===== config.mk =====
export PLATFORM = sky130hd
export DESIGN_NAME = crossconnect_map_table_top
export DESIGN_NICKNAME = d
export VERILOG_FILES = /design/src/cmt_pkg.sv /design/src/cmt_front.sv /design/src/cmt_queue.sv /design/src/cmt_back.sv /design/src/crossconnect_map_table_top.sv
export SDC_FILE = /design/constraint.sdc
export NUM_CORES = 2
export LEC_CHECK = 0
export BUFFER_PORTS_ARGS = -buffer_cell sky130_fd_sc_hd__buf_2
export CAP_MARGIN = 20
export CORE_MARGIN = 1
export CORE_UTILIZATION = 45
export CTS_CLUSTER_DIAMETER = 120
export DETAILED_ROUTE_END_ITERATION = 10
export GPL_TIMING_DRIVEN = 0
export MAX_ROUTING_LAYER = met4
export SLEW_MARGIN = 10
export SYNTH_ARGS = -nofsm -noshare
export SYNTH_HDL_FRONTEND = slang
export SYNTH_SLANG_ARGS = --single-unit

===== constraint.sdc =====
create_clock -name clk -period 10.85 [get_ports clk]
set_clock_uncertainty 0.2 [all_clocks]
set_input_delay 1.6275 -clock clk [delete_from_list [all_inputs] [get_ports clk]]
set_output_delay 1.6275 -clock clk [all_outputs]
set_load 0.05 [all_outputs]

===== src/cmt_pkg.sv =====
`default_nettype none

package cmt_pkg;

    localparam int PORT_CFG_W = 3;
    localparam int SLOT_CFG_W = 5;

    // input function codes
    localparam logic [2:0] FUNC_ADD    = 3'd0;
    localparam logic [2:0] FUNC_DELETE = 3'd1;
    localparam logic [2:0] FUNC_CLEAR  = 3'd2;
    localparam logic [2:0] FUNC_LOOKUP = 3'd3;
    localparam logic [2:0] FUNC_SEARCH = 3'd4;
    localparam logic [2:0] FUNC_LIST   = 3'd5;

    // result status codes
    localparam logic [1:0] ST_OK    = 2'd0;
    localparam logic [1:0] ST_NONE  = 2'd1;
    localparam logic [1:0] ST_RANGE = 2'd2;

    // register index, decoded from paddr[2]
    localparam logic REG_PORTS = 1'b0;
    localparam logic REG_SLOTS = 1'b1;

    // stored entry: valid, type, source port, source slot
    localparam int ENTRY_W = 21;

    typedef enum logic [2:0] {
        OP_ADD,
        OP_DELETE,
        OP_CLEAR,
        OP_LOOKUP,
        OP_SEARCH,
        OP_LIST,
        OP_BAD
    } op_t;

    typedef struct packed {
        op_t                   op;
        logic                  in_range;
        logic [7:0]            src_port;
        logic [7:0]            src_slot;
        logic [PORT_CFG_W-1:0] dst_port;
        logic [SLOT_CFG_W-1:0] dst_slot;
        logic [3:0]            conn_type;
        logic [PORT_CFG_W-1:0] num_ports;
        logic [SLOT_CFG_W-1:0] num_slots;
    } cmt_item_t;

    typedef struct packed {
        logic       valid;
        logic [1:0] status;
        logic [3:0] rtype;
        logic [7:0] sport;
        logic [7:0] sslot;
        logic [7:0] dport;
        logic [7:0] dslot;
        logic       last;
    } cmt_result_t;

endpackage

`default_nettype wire


===== src/cmt_front.sv =====
`default_nettype none

module cmt_front #(
    parameter int MAX_PORTS = 4,
    parameter int MAX_SLOTS = 16
) (
    input  wire logic                           accept,
    input  wire logic [2:0]                     func,
    input  wire logic [7:0]                     src_port,
    input  wire logic [7:0]                     src_slot,
    input  wire logic [7:0]                     dst_port,
    input  wire logic [7:0]                     dst_slot,
    input  wire logic [3:0]                     conn_type,
    input  wire logic [cmt_pkg::PORT_CFG_W-1:0] ports_cfg,
    input  wire logic [cmt_pkg::SLOT_CFG_W-1:0] slots_cfg,
    output logic                                push,
    output cmt_pkg::cmt_item_t                  item
);
    import cmt_pkg::*;

    logic [PORT_CFG_W-1:0] np_eff;
    logic [SLOT_CFG_W-1:0] ns_eff;
    logic                  dst_ok;
    logic                  src_ok;

    always_comb
    begin
        np_eff = (32'(ports_cfg) > MAX_PORTS) ? PORT_CFG_W'(MAX_PORTS) : ports_cfg;
        ns_eff = (32'(slots_cfg) > MAX_SLOTS) ? SLOT_CFG_W'(MAX_SLOTS) : slots_cfg;
        dst_ok = (dst_port < 8'(np_eff)) && (dst_slot < 8'(ns_eff));
        src_ok = (src_port < 8'(np_eff)) && (src_slot < 8'(ns_eff));
    end

    always_comb
    begin
        item.src_port  = src_port;
        item.src_slot  = src_slot;
        item.dst_port  = dst_port[PORT_CFG_W-1:0];
        item.dst_slot  = dst_slot[SLOT_CFG_W-1:0];
        item.conn_type = conn_type;
        item.num_ports = np_eff;
        item.num_slots = ns_eff;
        case (func)
            FUNC_ADD:
            begin
                item.op       = OP_ADD;
                item.in_range = dst_ok && src_ok;
            end
            FUNC_DELETE:
            begin
                item.op       = OP_DELETE;
                item.in_range = dst_ok;
            end
            FUNC_CLEAR:
            begin
                item.op       = OP_CLEAR;
                item.in_range = 1'b1;
            end
            FUNC_LOOKUP:
            begin
                item.op       = OP_LOOKUP;
                item.in_range = dst_ok;
            end
            FUNC_SEARCH:
            begin
                item.op       = OP_SEARCH;
                item.in_range = 1'b1;
            end
            FUNC_LIST:
            begin
                item.op       = OP_LIST;
                item.in_range = 1'b1;
            end
            default:
            begin
                item.op       = OP_BAD;
                item.in_range = 1'b0;
            end
        endcase
    end

    assign push = accept;

endmodule

`default_nettype wire


===== src/cmt_queue.sv =====
`default_nettype none

module cmt_queue (
    input  wire logic               clk,
    input  wire logic               rst_n,
    input  wire logic               push,
    input  wire cmt_pkg::cmt_item_t push_item,
    input  wire logic               pop,
    output logic                    head_valid,
    output cmt_pkg::cmt_item_t      head,
    output logic                    full
);
    import cmt_pkg::*;

    cmt_item_t  slots_reg [2];
    logic       wr_ptr_reg;
    logic       wr_ptr_next;
    logic       rd_ptr_reg;
    logic       rd_ptr_next;
    logic [1:0] count_reg;
    logic [1:0] count_next;

    always_comb
    begin
        wr_ptr_next = push ? ~wr_ptr_reg : wr_ptr_reg;
        rd_ptr_next = pop ? ~rd_ptr_reg : rd_ptr_reg;
        count_next  = count_reg;
        if (push && !pop)
        begin
            count_next = count_reg + 2'd1;
        end
        else if (pop && !push)
        begin
            count_next = count_reg - 2'd1;
        end
    end

    always_ff @(posedge clk or negedge rst_n)
    begin
        if (!rst_n)
        begin
            wr_ptr_reg <= 1'b0;
            rd_ptr_reg <= 1'b0;
            count_reg  <= 2'd0;
        end
        else
        begin
            wr_ptr_reg <= wr_ptr_next;
            rd_ptr_reg <= rd_ptr_next;
            count_reg  <= count_next;
        end
    end

    always_ff @(posedge clk)
    begin
        if (push)
        begin
            slots_reg[wr_ptr_reg] <= push_item;
        end
    end

    assign head_valid = (count_reg != 2'd0);
    assign head       = slots_reg[rd_ptr_reg];
    assign full       = (count_reg == 2'd2);

`ifndef SYNTHESIS
    a_no_overflow: assert property (@(posedge clk) disable iff (!rst_n)
        push |-> !full)
        else $error("transfer pushed into a full queue");
`endif

endmodule

`default_nettype wire


===== src/cmt_back.sv =====
`default_nettype none

module cmt_back #(
    parameter int MAX_PORTS = 4,
    parameter int MAX_SLOTS = 16
) (
    input  wire logic               clk,
    input  wire logic               rst_n,
    input  wire logic               head_valid,
    input  wire cmt_pkg::cmt_item_t head,
    output logic                    pop,
    output logic                    init_busy,
    output cmt_pkg::cmt_result_t    result
);
    import cmt_pkg::*;

    localparam int NUM_ENTRIES = MAX_PORTS * MAX_SLOTS;
    localparam int IDX_W = (NUM_ENTRIES > 1) ? $clog2(NUM_ENTRIES) : 1;
    localparam logic [IDX_W-1:0] SLOT_STRIDE = IDX_W'(MAX_SLOTS);
    localparam logic [IDX_W-1:0] LAST_IDX = IDX_W'(NUM_ENTRIES - 1);

    typedef enum logic [5:0] {
        S_INIT  = 6'b000001,
        S_IDLE  = 6'b000010,
        S_CLEAR = 6'b000100,
        S_LOOK  = 6'b001000,
        S_WALK  = 6'b010000,
        S_DRAIN = 6'b100000
    } state_t;

    // final report of a walk is made while in S_IDLE, flagged by fin_reg
    state_t                state_reg;
    state_t                state_next;
    logic                  fin_reg;
    logic                  fin_next;
    cmt_item_t             cur_reg;
    logic [IDX_W-1:0]      sweep_reg;
    logic [IDX_W-1:0]      sweep_next;
    logic [PORT_CFG_W-1:0] p_reg;
    logic [PORT_CFG_W-1:0] p_next;
    logic [SLOT_CFG_W-1:0] s_reg;
    logic [SLOT_CFG_W-1:0] s_next;
    logic [IDX_W-1:0]      row_reg;
    logic [IDX_W-1:0]      row_next;
    logic                  rd_walk_reg;
    logic                  rd_walk_next;
    logic [PORT_CFG_W-1:0] rd_p_reg;
    logic [SLOT_CFG_W-1:0] rd_s_reg;
    logic                  pend_valid_reg;
    logic                  pend_valid_next;
    logic [19:0]           pend_word_reg;
    logic [19:0]           pend_word_next;
    logic [PORT_CFG_W-1:0] pend_p_reg;
    logic [PORT_CFG_W-1:0] pend_p_next;
    logic [SLOT_CFG_W-1:0] pend_s_reg;
    logic [SLOT_CFG_W-1:0] pend_s_next;
    cmt_result_t           res_reg;
    cmt_result_t           res_next;

    logic [ENTRY_W-1:0]    mem [NUM_ENTRIES];
    logic [ENTRY_W-1:0]    rd_data_reg;
    logic                  wr_en;
    logic [IDX_W-1:0]      wr_addr;
    logic [ENTRY_W-1:0]    wr_data;
    logic                  rd_en;
    logic [IDX_W-1:0]      rd_addr;
    logic [IDX_W-1:0]      head_idx;
    logic                  walk_last;
    logic                  slot_last;
    logic                  hit;

    always_ff @(posedge clk)
    begin
        if (wr_en)
        begin
            mem[wr_addr] <= wr_data;
        end
        if (rd_en)
        begin
            rd_data_reg <= mem[rd_addr];
        end
    end

    always_comb
    begin
        head_idx  = IDX_W'(head.dst_port) * SLOT_STRIDE + IDX_W'(head.dst_slot);
        slot_last = ({1'b0, s_reg} + 6'd1) == {1'b0, cur_reg.num_slots};
        walk_last = slot_last &&
                    (({1'b0, p_reg} + 4'd1) == {1'b0, cur_reg.num_ports});
        hit = rd_walk_reg && rd_data_reg[20] &&
              ((cur_reg.op == OP_LIST) ||
               ((rd_data_reg[15:8] == cur_reg.src_port) &&
                (rd_data_reg[7:0] == cur_reg.src_slot)));
    end

    always_comb
    begin
        state_next      = state_reg;
        fin_next        = 1'b0;
        pop             = 1'b0;
        sweep_next      = sweep_reg;
        p_next          = p_reg;
        s_next          = s_reg;
        row_next        = row_reg;
        rd_walk_next    = 1'b0;
        pend_valid_next = pend_valid_reg;
        pend_word_next  = pend_word_reg;
        pend_p_next     = pend_p_reg;
        pend_s_next     = pend_s_reg;
        wr_en           = 1'b0;
        wr_addr         = sweep_reg;
        wr_data         = '0;
        rd_en           = 1'b0;
        rd_addr         = row_reg + IDX_W'(s_reg);
        res_next        = '0;
        res_next.last   = 1'b1;

        // collect walk hits; hold the newest so the final one can carry last
        if (hit)
        begin
            if (pend_valid_reg)
            begin
                res_next.valid  = 1'b1;
                res_next.status = ST_OK;
                res_next.rtype  = pend_word_reg[19:16];
                res_next.sport  = pend_word_reg[15:8];
                res_next.sslot  = pend_word_reg[7:0];
                res_next.dport  = 8'(pend_p_reg);
                res_next.dslot  = 8'(pend_s_reg);
                res_next.last   = 1'b0;
            end
            pend_valid_next = 1'b1;
            pend_word_next  = rd_data_reg[19:0];
            pend_p_next     = rd_p_reg;
            pend_s_next     = rd_s_reg;
        end

        if (fin_reg)
        begin
            res_next.valid  = 1'b1;
            res_next.last   = 1'b1;
            if (pend_valid_reg)
            begin
                res_next.status = ST_OK;
                res_next.rtype  = pend_word_reg[19:16];
                res_next.sport  = pend_word_reg[15:8];
                res_next.sslot  = pend_word_reg[7:0];
                res_next.dport  = 8'(pend_p_reg);
                res_next.dslot  = 8'(pend_s_reg);
            end
            else
            begin
                res_next.status = ST_NONE;
            end
            pend_valid_next = 1'b0;
        end
        else
        begin
            case (state_reg)
                S_INIT, S_CLEAR:
                begin
                    wr_en      = 1'b1;
                    sweep_next = sweep_reg + IDX_W'(1);
                    if (sweep_reg == LAST_IDX)
                    begin
                        state_next = S_IDLE;
                        if (state_reg == S_CLEAR)
                        begin
                            res_next.valid  = 1'b1;
                            res_next.status = ST_OK;
                        end
                    end
                end
                S_IDLE:
                begin
                    if (head_valid)
                    begin
                        pop = 1'b1;
                        case (head.op)
                            OP_ADD, OP_DELETE:
                            begin
                                wr_en   = head.in_range;
                                wr_addr = head_idx;
                                if (head.op == OP_ADD)
                                begin
                                    wr_data = {1'b1, head.conn_type, head.src_port,
                                               head.src_slot};
                                end
                                res_next.valid  = 1'b1;
                                res_next.status = head.in_range ? ST_OK : ST_RANGE;
                            end
                            OP_CLEAR:
                            begin
                                sweep_next = '0;
                                state_next = S_CLEAR;
                            end
                            OP_LOOKUP:
                            begin
                                if (head.in_range)
                                begin
                                    rd_en      = 1'b1;
                                    rd_addr    = head_idx;
                                    state_next = S_LOOK;
                                end
                                else
                                begin
                                    res_next.valid  = 1'b1;
                                    res_next.status = ST_RANGE;
                                end
                            end
                            OP_SEARCH, OP_LIST:
                            begin
                                p_next   = '0;
                                s_next   = '0;
                                row_next = '0;
                                if ((head.num_ports == '0) || (head.num_slots == '0))
                                begin
                                    fin_next = 1'b1;
                                end
                                else
                                begin
                                    state_next = S_WALK;
                                end
                            end
                            default:
                            begin
                                res_next.valid  = 1'b1;
                                res_next.status = ST_RANGE;
                            end
                        endcase
                    end
                end
                S_LOOK:
                begin
                    res_next.valid = 1'b1;
                    if (rd_data_reg[20])
                    begin
                        res_next.status = ST_OK;
                        res_next.rtype  = rd_data_reg[19:16];
                        res_next.sport  = rd_data_reg[15:8];
                        res_next.sslot  = rd_data_reg[7:0];
                        res_next.dport  = 8'(cur_reg.dst_port);
                        res_next.dslot  = 8'(cur_reg.dst_slot);
                    end
                    else
                    begin
                        res_next.status = ST_NONE;
                    end
                    state_next = S_IDLE;
                end
                S_WALK:
                begin
                    rd_en        = 1'b1;
                    rd_walk_next = 1'b1;
                    if (slot_last)
                    begin
                        s_next   = '0;
                        p_next   = p_reg + PORT_CFG_W'(1);
                        row_next = row_reg + SLOT_STRIDE;
                    end
                    else
                    begin
                        s_next = s_reg + SLOT_CFG_W'(1);
                    end
                    if (walk_last)
                    begin
                        state_next = S_DRAIN;
                    end
                end
                S_DRAIN:
                begin
                    // last read is checked this cycle, report on the next
                    fin_next   = 1'b1;
                    state_next = S_IDLE;
                end
                default:
                begin
                    state_next = S_IDLE;
                end
            endcase
        end
    end

    always_ff @(posedge clk or negedge rst_n)
    begin
        if (!rst_n)
        begin
            state_reg      <= S_INIT;
            fin_reg        <= 1'b0;
            sweep_reg      <= '0;
            rd_walk_reg    <= 1'b0;
            pend_valid_reg <= 1'b0;
            res_reg        <= '0;
        end
        else
        begin
            state_reg      <= state_next;
            fin_reg        <= fin_next;
            sweep_reg      <= sweep_next;
            rd_walk_reg    <= rd_walk_next;
            pend_valid_reg <= pend_valid_next;
            res_reg        <= res_next;
        end
    end

    always_ff @(posedge clk)
    begin
        if (pop)
        begin
            cur_reg <= head;
        end
        p_reg         <= p_next;
        s_reg         <= s_next;
        row_reg       <= row_next;
        rd_p_reg      <= p_reg;
        rd_s_reg      <= s_reg;
        pend_word_reg <= pend_word_next;
        pend_p_reg    <= pend_p_next;
        pend_s_reg    <= pend_s_next;
    end

    assign init_busy = (state_reg == S_INIT);
    assign result    = res_reg;

`ifndef SYNTHESIS
    a_quiet_init: assert property (@(posedge clk) disable iff (!rst_n)
        (state_reg == S_INIT) |=> !res_reg.valid)
        else $error("result produced during the reset sweep");

    a_mid_ok: assert property (@(posedge clk) disable iff (!rst_n)
        (res_reg.valid && !res_reg.last) |-> (res_reg.status == ST_OK))
        else $error("non-final result without a found entry");

    a_pend_flushed: assert property (@(posedge clk) disable iff (!rst_n)
        fin_reg |=> !pend_valid_reg)
        else $error("held walk entry survives the final report");

    a_walk_read: assert property (@(posedge clk) disable iff (!rst_n)
        rd_walk_reg |-> ((state_reg == S_WALK) || (state_reg == S_DRAIN)))
        else $error("walk read data outside a walk");
`endif

endmodule

`default_nettype wire


===== src/crossconnect_map_table_top.sv =====
`default_nettype none

// Crossconnect map: one entry per (destination port, destination timeslot),
// MAX_PORTS * MAX_SLOTS entries in a memory with one write and one read
// port. An item is taken when start is high and busy is low; a two-deep
// queue sits between the decode front and the table engine, so busy rises
// only when that queue is full or while the table is being wiped after reset.
// With the engine idle, add, delete, unknown and out-of-range items report
// once the engine has popped them from the queue; a lookup first reads the
// memory and reports from the read data. Clear-all sweeps every entry, one
// per cycle, and reports after writing the last entry. Search and list read
// the configured region (ports_reg by slots_reg, each capped at its
// parameter) one entry per cycle through the memory's read port and give
// their final result once the last read is checked, or with no reads when
// the region is empty; each hit is one transfer. The engine starts the next
// item only once the current one is done, so the walk sets the time per item.
// Results appear for one cycle with res_valid and cannot be stalled; last marks the final result of each item.
module crossconnect_map_table_top #(
    parameter int MAX_PORTS = 4,
    parameter int MAX_SLOTS = 16
) (
    input  wire logic        clk,
    input  wire logic        rst_n,
    input  wire logic        start,
    output logic             busy,
    input  wire logic [2:0]  func,
    input  wire logic [7:0]  src_port,
    input  wire logic [7:0]  src_slot,
    input  wire logic [7:0]  dst_port,
    input  wire logic [7:0]  dst_slot,
    input  wire logic [3:0]  conn_type,
    output logic             res_valid,
    output logic [1:0]       status,
    output logic [3:0]       res_type,
    output logic [7:0]       res_src_port,
    output logic [7:0]       res_src_slot,
    output logic [7:0]       res_dst_port,
    output logic [7:0]       res_dst_slot,
    output logic             last,
    input  wire logic        psel,
    input  wire logic        penable,
    input  wire logic        pwrite,
    input  wire logic [2:0]  paddr,
    input  wire logic [31:0] pwdata,
    output logic [31:0]      prdata,
    output logic             pready
);
    import cmt_pkg::*;

    logic [PORT_CFG_W-1:0] ports_reg;
    logic [SLOT_CFG_W-1:0] slots_reg;
    logic                  cfg_wr;
    logic                  accept;
    logic                  push;
    cmt_item_t             push_item;
    logic                  pop;
    logic                  head_valid;
    cmt_item_t             head;
    logic                  q_full;
    logic                  init_busy;
    cmt_result_t           result;

    assign pready = 1'b1;
    assign cfg_wr = psel && penable && pwrite && pready;

    always_ff @(posedge clk or negedge rst_n)
    begin
        if (!rst_n)
        begin
            ports_reg <= PORT_CFG_W'(4);
            slots_reg <= SLOT_CFG_W'(16);
        end
        else if (cfg_wr)
        begin
            case (paddr[2])
                REG_PORTS: ports_reg <= pwdata[PORT_CFG_W-1:0];
                REG_SLOTS: slots_reg <= pwdata[SLOT_CFG_W-1:0];
                default:   ports_reg <= ports_reg;
            endcase
        end
    end

    always_comb
    begin
        case (paddr[2])
            REG_PORTS: prdata = 32'(ports_reg);
            REG_SLOTS: prdata = 32'(slots_reg);
            default:   prdata = '0;
        endcase
    end

    assign busy   = q_full || init_busy;
    assign accept = start && !busy;

    cmt_front #(
        .MAX_PORTS (MAX_PORTS),
        .MAX_SLOTS (MAX_SLOTS)
    ) u_front (
        .accept    (accept),
        .func      (func),
        .src_port  (src_port),
        .src_slot  (src_slot),
        .dst_port  (dst_port),
        .dst_slot  (dst_slot),
        .conn_type (conn_type),
        .ports_cfg (ports_reg),
        .slots_cfg (slots_reg),
        .push      (push),
        .item      (push_item)
    );

    cmt_queue u_queue (
        .clk        (clk),
        .rst_n      (rst_n),
        .push       (push),
        .push_item  (push_item),
        .pop        (pop),
        .head_valid (head_valid),
        .head       (head),
        .full       (q_full)
    );

    cmt_back #(
        .MAX_PORTS (MAX_PORTS),
        .MAX_SLOTS (MAX_SLOTS)
    ) u_back (
        .clk        (clk),
        .rst_n      (rst_n),
        .head_valid (head_valid),
        .head       (head),
        .pop        (pop),
        .init_busy  (init_busy),
        .result     (result)
    );

    assign res_valid    = result.valid;
    assign status       = result.status;
    assign res_type     = result.rtype;
    assign res_src_port = result.sport;
    assign res_src_slot = result.sslot;
    assign res_dst_port = result.dport;
    assign res_dst_slot = result.dslot;
    assign last         = result.last;

endmodule

`default_nettype wire


=== Yosys cells after proc, flatten, opt, wreduce, memory -nomap -nowiden ===
Memories as Yosys holds them, arrays and structs flattened. A register that Yosys moved wholly into a read port is not among the register bits.
Index checks and enable logic that the tools add are counted.

* Bitwise operators: 4
* Reductions and logical operators: 37
* Muxes and demuxes: 83
* $lt $le $gt $ge: 6
* Equality and inequality tests: 32
* Add/subtract/negate cells: 10

{| class="wikitable"
|+ Operators by type and width
! kind !! number
|-
| two-way mux 6 bit || 19
|-
| two-way mux 36 bit || 3
|-
| two-way mux 21 bit || 5
|-
| two-way mux 40 bit || 2
|-
| one-hot mux 32 bit (2 select lines) || 1
|-
| two-way mux 39 bit || 1
|-
| one-hot mux 6 bit (3 select lines) || 2
|-
| two-way mux 1 bit || 25
|-
| two-way mux 3 bit || 8
|-
| one-hot mux 4 bit (6 select lines) || 1
|-
| one-hot mux 6 bit (2 select lines) || 2
|-
| two-way mux 5 bit || 4
|-
| one-hot mux 3 bit (3 select lines) || 2
|-
| == test 8 bit || 2
|-
| < comparator 8 x 3 -> 1 bit || 2
|-
| < comparator 8 x 5 -> 1 bit || 2
|-
| == test 3 bit (second input constant) || 5
|-
| adder 6 x 5 -> 6 bit || 2
|-
| == test 3 x 2 -> 1 bit (second input constant) || 4
|-
| == test 6 bit (second input constant) || 2
|-
| logical AND 1 bit || 12
|-
| one-hot mux 5 bit (2 select lines) || 1
|-
| nonzero test 2 bit || 5
|-
| logical NOT 3 bit || 3
|-
| other kinds (37) || 57
|}

* RAM bits: 1424
* Register bits after elaboration: 152
* Logic and storage cells: 207
* Input bits: 80
* Output and inout bits: 74
* Memories kept: 2

{| class="wikitable"
|+ Memories
! memory !! words !! bits a word !! read ports !! clocked after Yosys merged registers in !! write ports !! RTL line !! RTL
|-
| u_back.mem || 64 || 21 || 1 || 1 || 1 || cmt_back.sv:60 || <nowiki>logic [ENTRY_W-1:0] mem [NUM_ENTRIES];</nowiki>
|-
| u_queue.slots_reg || 2 || 40 || 1 || 0 || 1 || cmt_queue.sv:15 || <nowiki>cmt_item_t slots_reg [2];</nowiki>
|}

=== Logic depth before layout (Yosys ltp) ===
* Depth after elaboration: 10
* Mapped depth: 16
* Mapped depth without buffers: 10

=== Hierarchy ===
Synthesis repeated with hierarchy kept, for this count alone.

* Cell total of the unflattened synthesis: 3580
* Area total of the unflattened synthesis: 62029.5 um^2

{| class="wikitable"
|+ Modules (own cells, without submodules)
! module !! sequential area each (um^2) !! times used !! area an instance (um^2) !! cells each
|-
| cmt_back || 44518.9 || 1 || 57498.9 || 3294
|-
| cmt_queue || 2502.4 || 1 || 3279.4 || 141
|-
| cmt_front || 0.0 || 1 || 633.1 || 89
|-
| crossconnect_map_table_top || 202.7 || 1 || 618.1 || 56
|}

=== Worst setup path before layout ===
No wires, ideal clock.

* Path type: input port to output port
* From: input port paddr[2]
* To: output port prdata[0]
* Stages on the path: 2
* Arrival time: 2887 ps
* Setup slack: 6136 ps
* Buffers on the path: 1
* Data required time: 9023 ps
* Cell sequence: clkbuf_1 o21ai_0

* Word-level cells in the longest chain between the ends: 2

{| class="wikitable"
|+ Ends and longest elaborated chain
! item !! RTL line !! RTL
|-
| start, declared || crossconnect_map_table_top.sv:43 || <nowiki>input wire logic [2:0] paddr,</nowiki>
|-
| NOT 1 bit (no line) || n/a ||
|-
| one-hot mux 32 bit (2 select lines) * || crossconnect_map_table_top.sv:85 || <nowiki>case (paddr[2])</nowiki>
|-
| end, declared || crossconnect_map_table_top.sv:45 || <nowiki>output logic [31:0] prdata,</nowiki>
|}

Every way passes the cells marked *; elsewhere a longest branch is shown, timed or not. The select of a mux whose other input is x is not followed.

==> qor.txt <==
Outcome - finished clean
Worst-Margin Slew - 1.30 ns
Clk Latency, worst-skew pair - 0.80 ns
Iteration-0 DRC Markers - 3,838
Total core area - 137,000 sq um
Cell Pwr Density - 221 nW/um^2
Ys async rst share - 3.72%
Tmin final - 7.63 ns
Synthesized area - 62,400 sq um
CTS Hold Bufs - 0
Clock-pin slew on the worst setup and hold paths - 0.06 ns
Static leakage - 24.9 nW
CTS sink cnt - 1,585
TNS Setup - 0 ns
WP data required - 11.01 ns
Post-synth top area cell - edfxtp_1
DRC - 0
Pins Over Slew Limit - 0
Post-CTS sizing - 0
Setup WS pre-CTS - 3.42 ns
Reg2reg start - u_queue.rd_ptr_reg$_DFFE_PN0P_
Fmax - 131 MHz
Max reg flops - 1,344
TritonCTS buffer count - 162
Core Rows - 136
Pre-antenna DRT Iters - 5
Final wirelength - 179,000 um
Final hold vios - 0
Die area - 140,000 sq um
Top Ports - 154
Number of synthesized flops with an enable pin - 1,518
Most used DFF post-synth - edfxtp_1
Tot Pwr - 15.9 mW
Tcrit/Tclk final - 70.3%
HP Start - u_back.rd_p_reg[2]$_DFF_P_
R2R Setup Slk - 3.22 ns
FF-to-FF End - u_back.rd_data_reg[20]$_DFFE_PP_
Chip width - 374 um
Global Route Usage Sum - 26.1%
Post-layout util - 52.4%
Worst Setup End Kind - register
Root buf cell - clkbuf_16
Pin count of the biggest net entering global routing - 65
Avg Inst Size Synth - 17.2 sq um
Vias per cell - 5.93
Cells after synthesis - 3,625
Hold Crit Depth - 0
Post CTS Setup Buffer Count - 0
CTS tree - done
RSZ-0062 raised after global routing - no
Area delta synth->final - 15.5%
Sequential fraction of the synthesis area - 75.7%
Via count - 35,111
Warnings from Yosys - 0
Antenna violations before repair - 8
Relative slew slack - 12.2%
Number of port buffers - 87
Worst-path cell chain - buf_4, buf_6, clkbuf_1, buf_1, mux2_2, ha_1, buf_1, nor2b_1, mux2i_1, nor4_1, a32oi_1, clkbuf_1, o22ai_1, nor4_1, nand4_1
Die Y-Extent - 374 um
Post-route ant nets - 0
Final #Nets - 4,087
Most frequent cell after synthesis - edfxtp_1
Max H-tree Level - 4
Vias in the first global route - 33,801
HPWL after DPL - 125,000 um
First-pass GRT wire length - 251,000 um
Worst IR Drop VDD - 0.186 mV
Post-synth top area share - 73.1%
Layout cells sized above 1 - 17.2%
Final Setup Violations - 0
Routability cong. - 0.970
Final WS setup - 3.22 ns
Max Cap Violations - 0
Global route overflow - 0
CP Data Arrival Time - 7.78 ns
WL per Instance - 30.2 um
Critical path's slowest cell - a32oi_1
Starting Density - 45.4%
Yosys reg bits - 1,585
Ranking of synthesized cells by area - edfxtp_1 73%, mux2i_1 9.7%, o22ai_1 2.9%, dfrtp_1 2.2%, nor4_1 1.0%
Hold worst-path end - u_back.pend_p_reg[2]$_DFFE_PP_
Worst Hold Class - reg2reg
CTS max path bufs - 3
Fillers - 11,034
Synth cell types - 79
Highest net fanout along the worst path - 10
Worst setup path class - reg2reg
Largest stage delay, worst path - 1.00 ns
Cells on worst reg2reg path - 15
Type of origin of the critical path - register
Most frequent cells after synthesis - 1,518 x edfxtp_1, 606 x mux2i_1, 286 x o22ai_1
per-layer routing:
| metal | part of all wire, % | global-route usage (%) | up-vias | wire length (um) |
|---|---|---|---|---|
| li1 | - | - | 15204 | - |
| met1 | 42 | 35.2 | 18069 | 75700 |
| met2 | 46 | 39.6 | 1551 | 82800 |
| met3 | 7.8 | 4.96 | 287 | 14000 |
| met4 | 3.6 | 9.20 | 0 | 6390 |
| met5 | 0 | - | - | 0 |
cell families after synthesis:
group	Yosys count	synth area share, %
other	2	0.0120
flip-flops	1585	75.7
multiplexers	650	10.6
AND/OR/NAND/NOR	518	4.41
adder cells (fa/ha/maj)	18	0.361
XOR/XNOR	39	0.547
buffers and inverters	255	2.39
AO/OA/AOI/OAI	558	6.03
worst max-delay path by stage:
stage                                              start                                to  slack [ns]  cells after the start
after detailed placement  u_queue.rd_ptr_reg$_DFFE_PN0P_  u_back.rd_data_reg[16]$_DFFE_PP_        3.42                     15
final                     u_queue.rd_ptr_reg$_DFFE_PN0P_  u_back.rd_data_reg[20]$_DFFE_PP_        3.22                     15
after global routing      u_queue.rd_ptr_reg$_DFFE_PN0P_  u_back.rd_data_reg[17]$_DFFE_PP_        2.95                     15
after global placement    u_queue.rd_ptr_reg$_DFFE_PN0P_  u_back.rd_data_reg[14]$_DFFE_PP_        3.16                     15
after floorplan                                 paddr[2]                         prdata[0]        6.14                      2
after CTS                 u_queue.rd_ptr_reg$_DFFE_PN0P_  u_back.rd_data_reg[16]$_DFFE_PP_        3.41                     15
metrics by stage:
step / hold WS [ns] / cell area, sq um / cells
after floorplan: 0.174 / 62500 / 3659
after global placement: 0.186 / 65200 / 5540
after detailed placement: 0.189 / 67000 / 5615
after CTS: 0.203 / 72000 / 5909
after global routing: 0.209 / 72100 / 5916
final: 0.203 / 72100 / 5917
where the power goes:
group	internal (mW)	leakage (nW)	switching, mW
registers	7.14	14.3	0.118
clock network	2.99	2.44	2.36
logic	0.963	8.19	2.34
total	11.1	24.9	4.82
layout by cell type, fill, tap and decap left out, types with 60 or more instances in the layout:
master / count
clkbuf_16: 162
buf_2: 161
clkbuf_1: 118
edfxtp_1: 1518
buf_4: 76
nand2_1: 98
mux2i_1: 606
nor4_1: 96
o22ai_1: 286
nor2_4: 60
worst max-delay path: cells and delay by family (launching register included):
family,cells,cell delay (ns)
AO/OA/AOI/OAI,2,1.27
flip-flops,1,0.32
adder cells (fa/ha/maj),1,0.37
AND/OR/NAND/NOR,4,1.69
buffers and inverters,6,2.44
multiplexers,2,0.86
area by class of cell:
class | count | area (sq um) | area share (%)
Tap cell | 1794 | 2240 | 3.11
Buffer | 230 | 1400 | 1.94
Inverter | 25 | 93.8 | 0.130
Sequential cell | 1585 | 47200 | 65.5
Timing Repair Buffer | 166 | 1660 | 2.30
Multi-Input combinational cell | 1819 | 14400 | 20.0
Clock buffer | 207 | 4230 | 5.87
Antenna cell | 4 | 10.0 | 0.0139
Clock inverter | 87 | 796 | 1.10
Note: power is estimated with default switching activity, not from simulation.
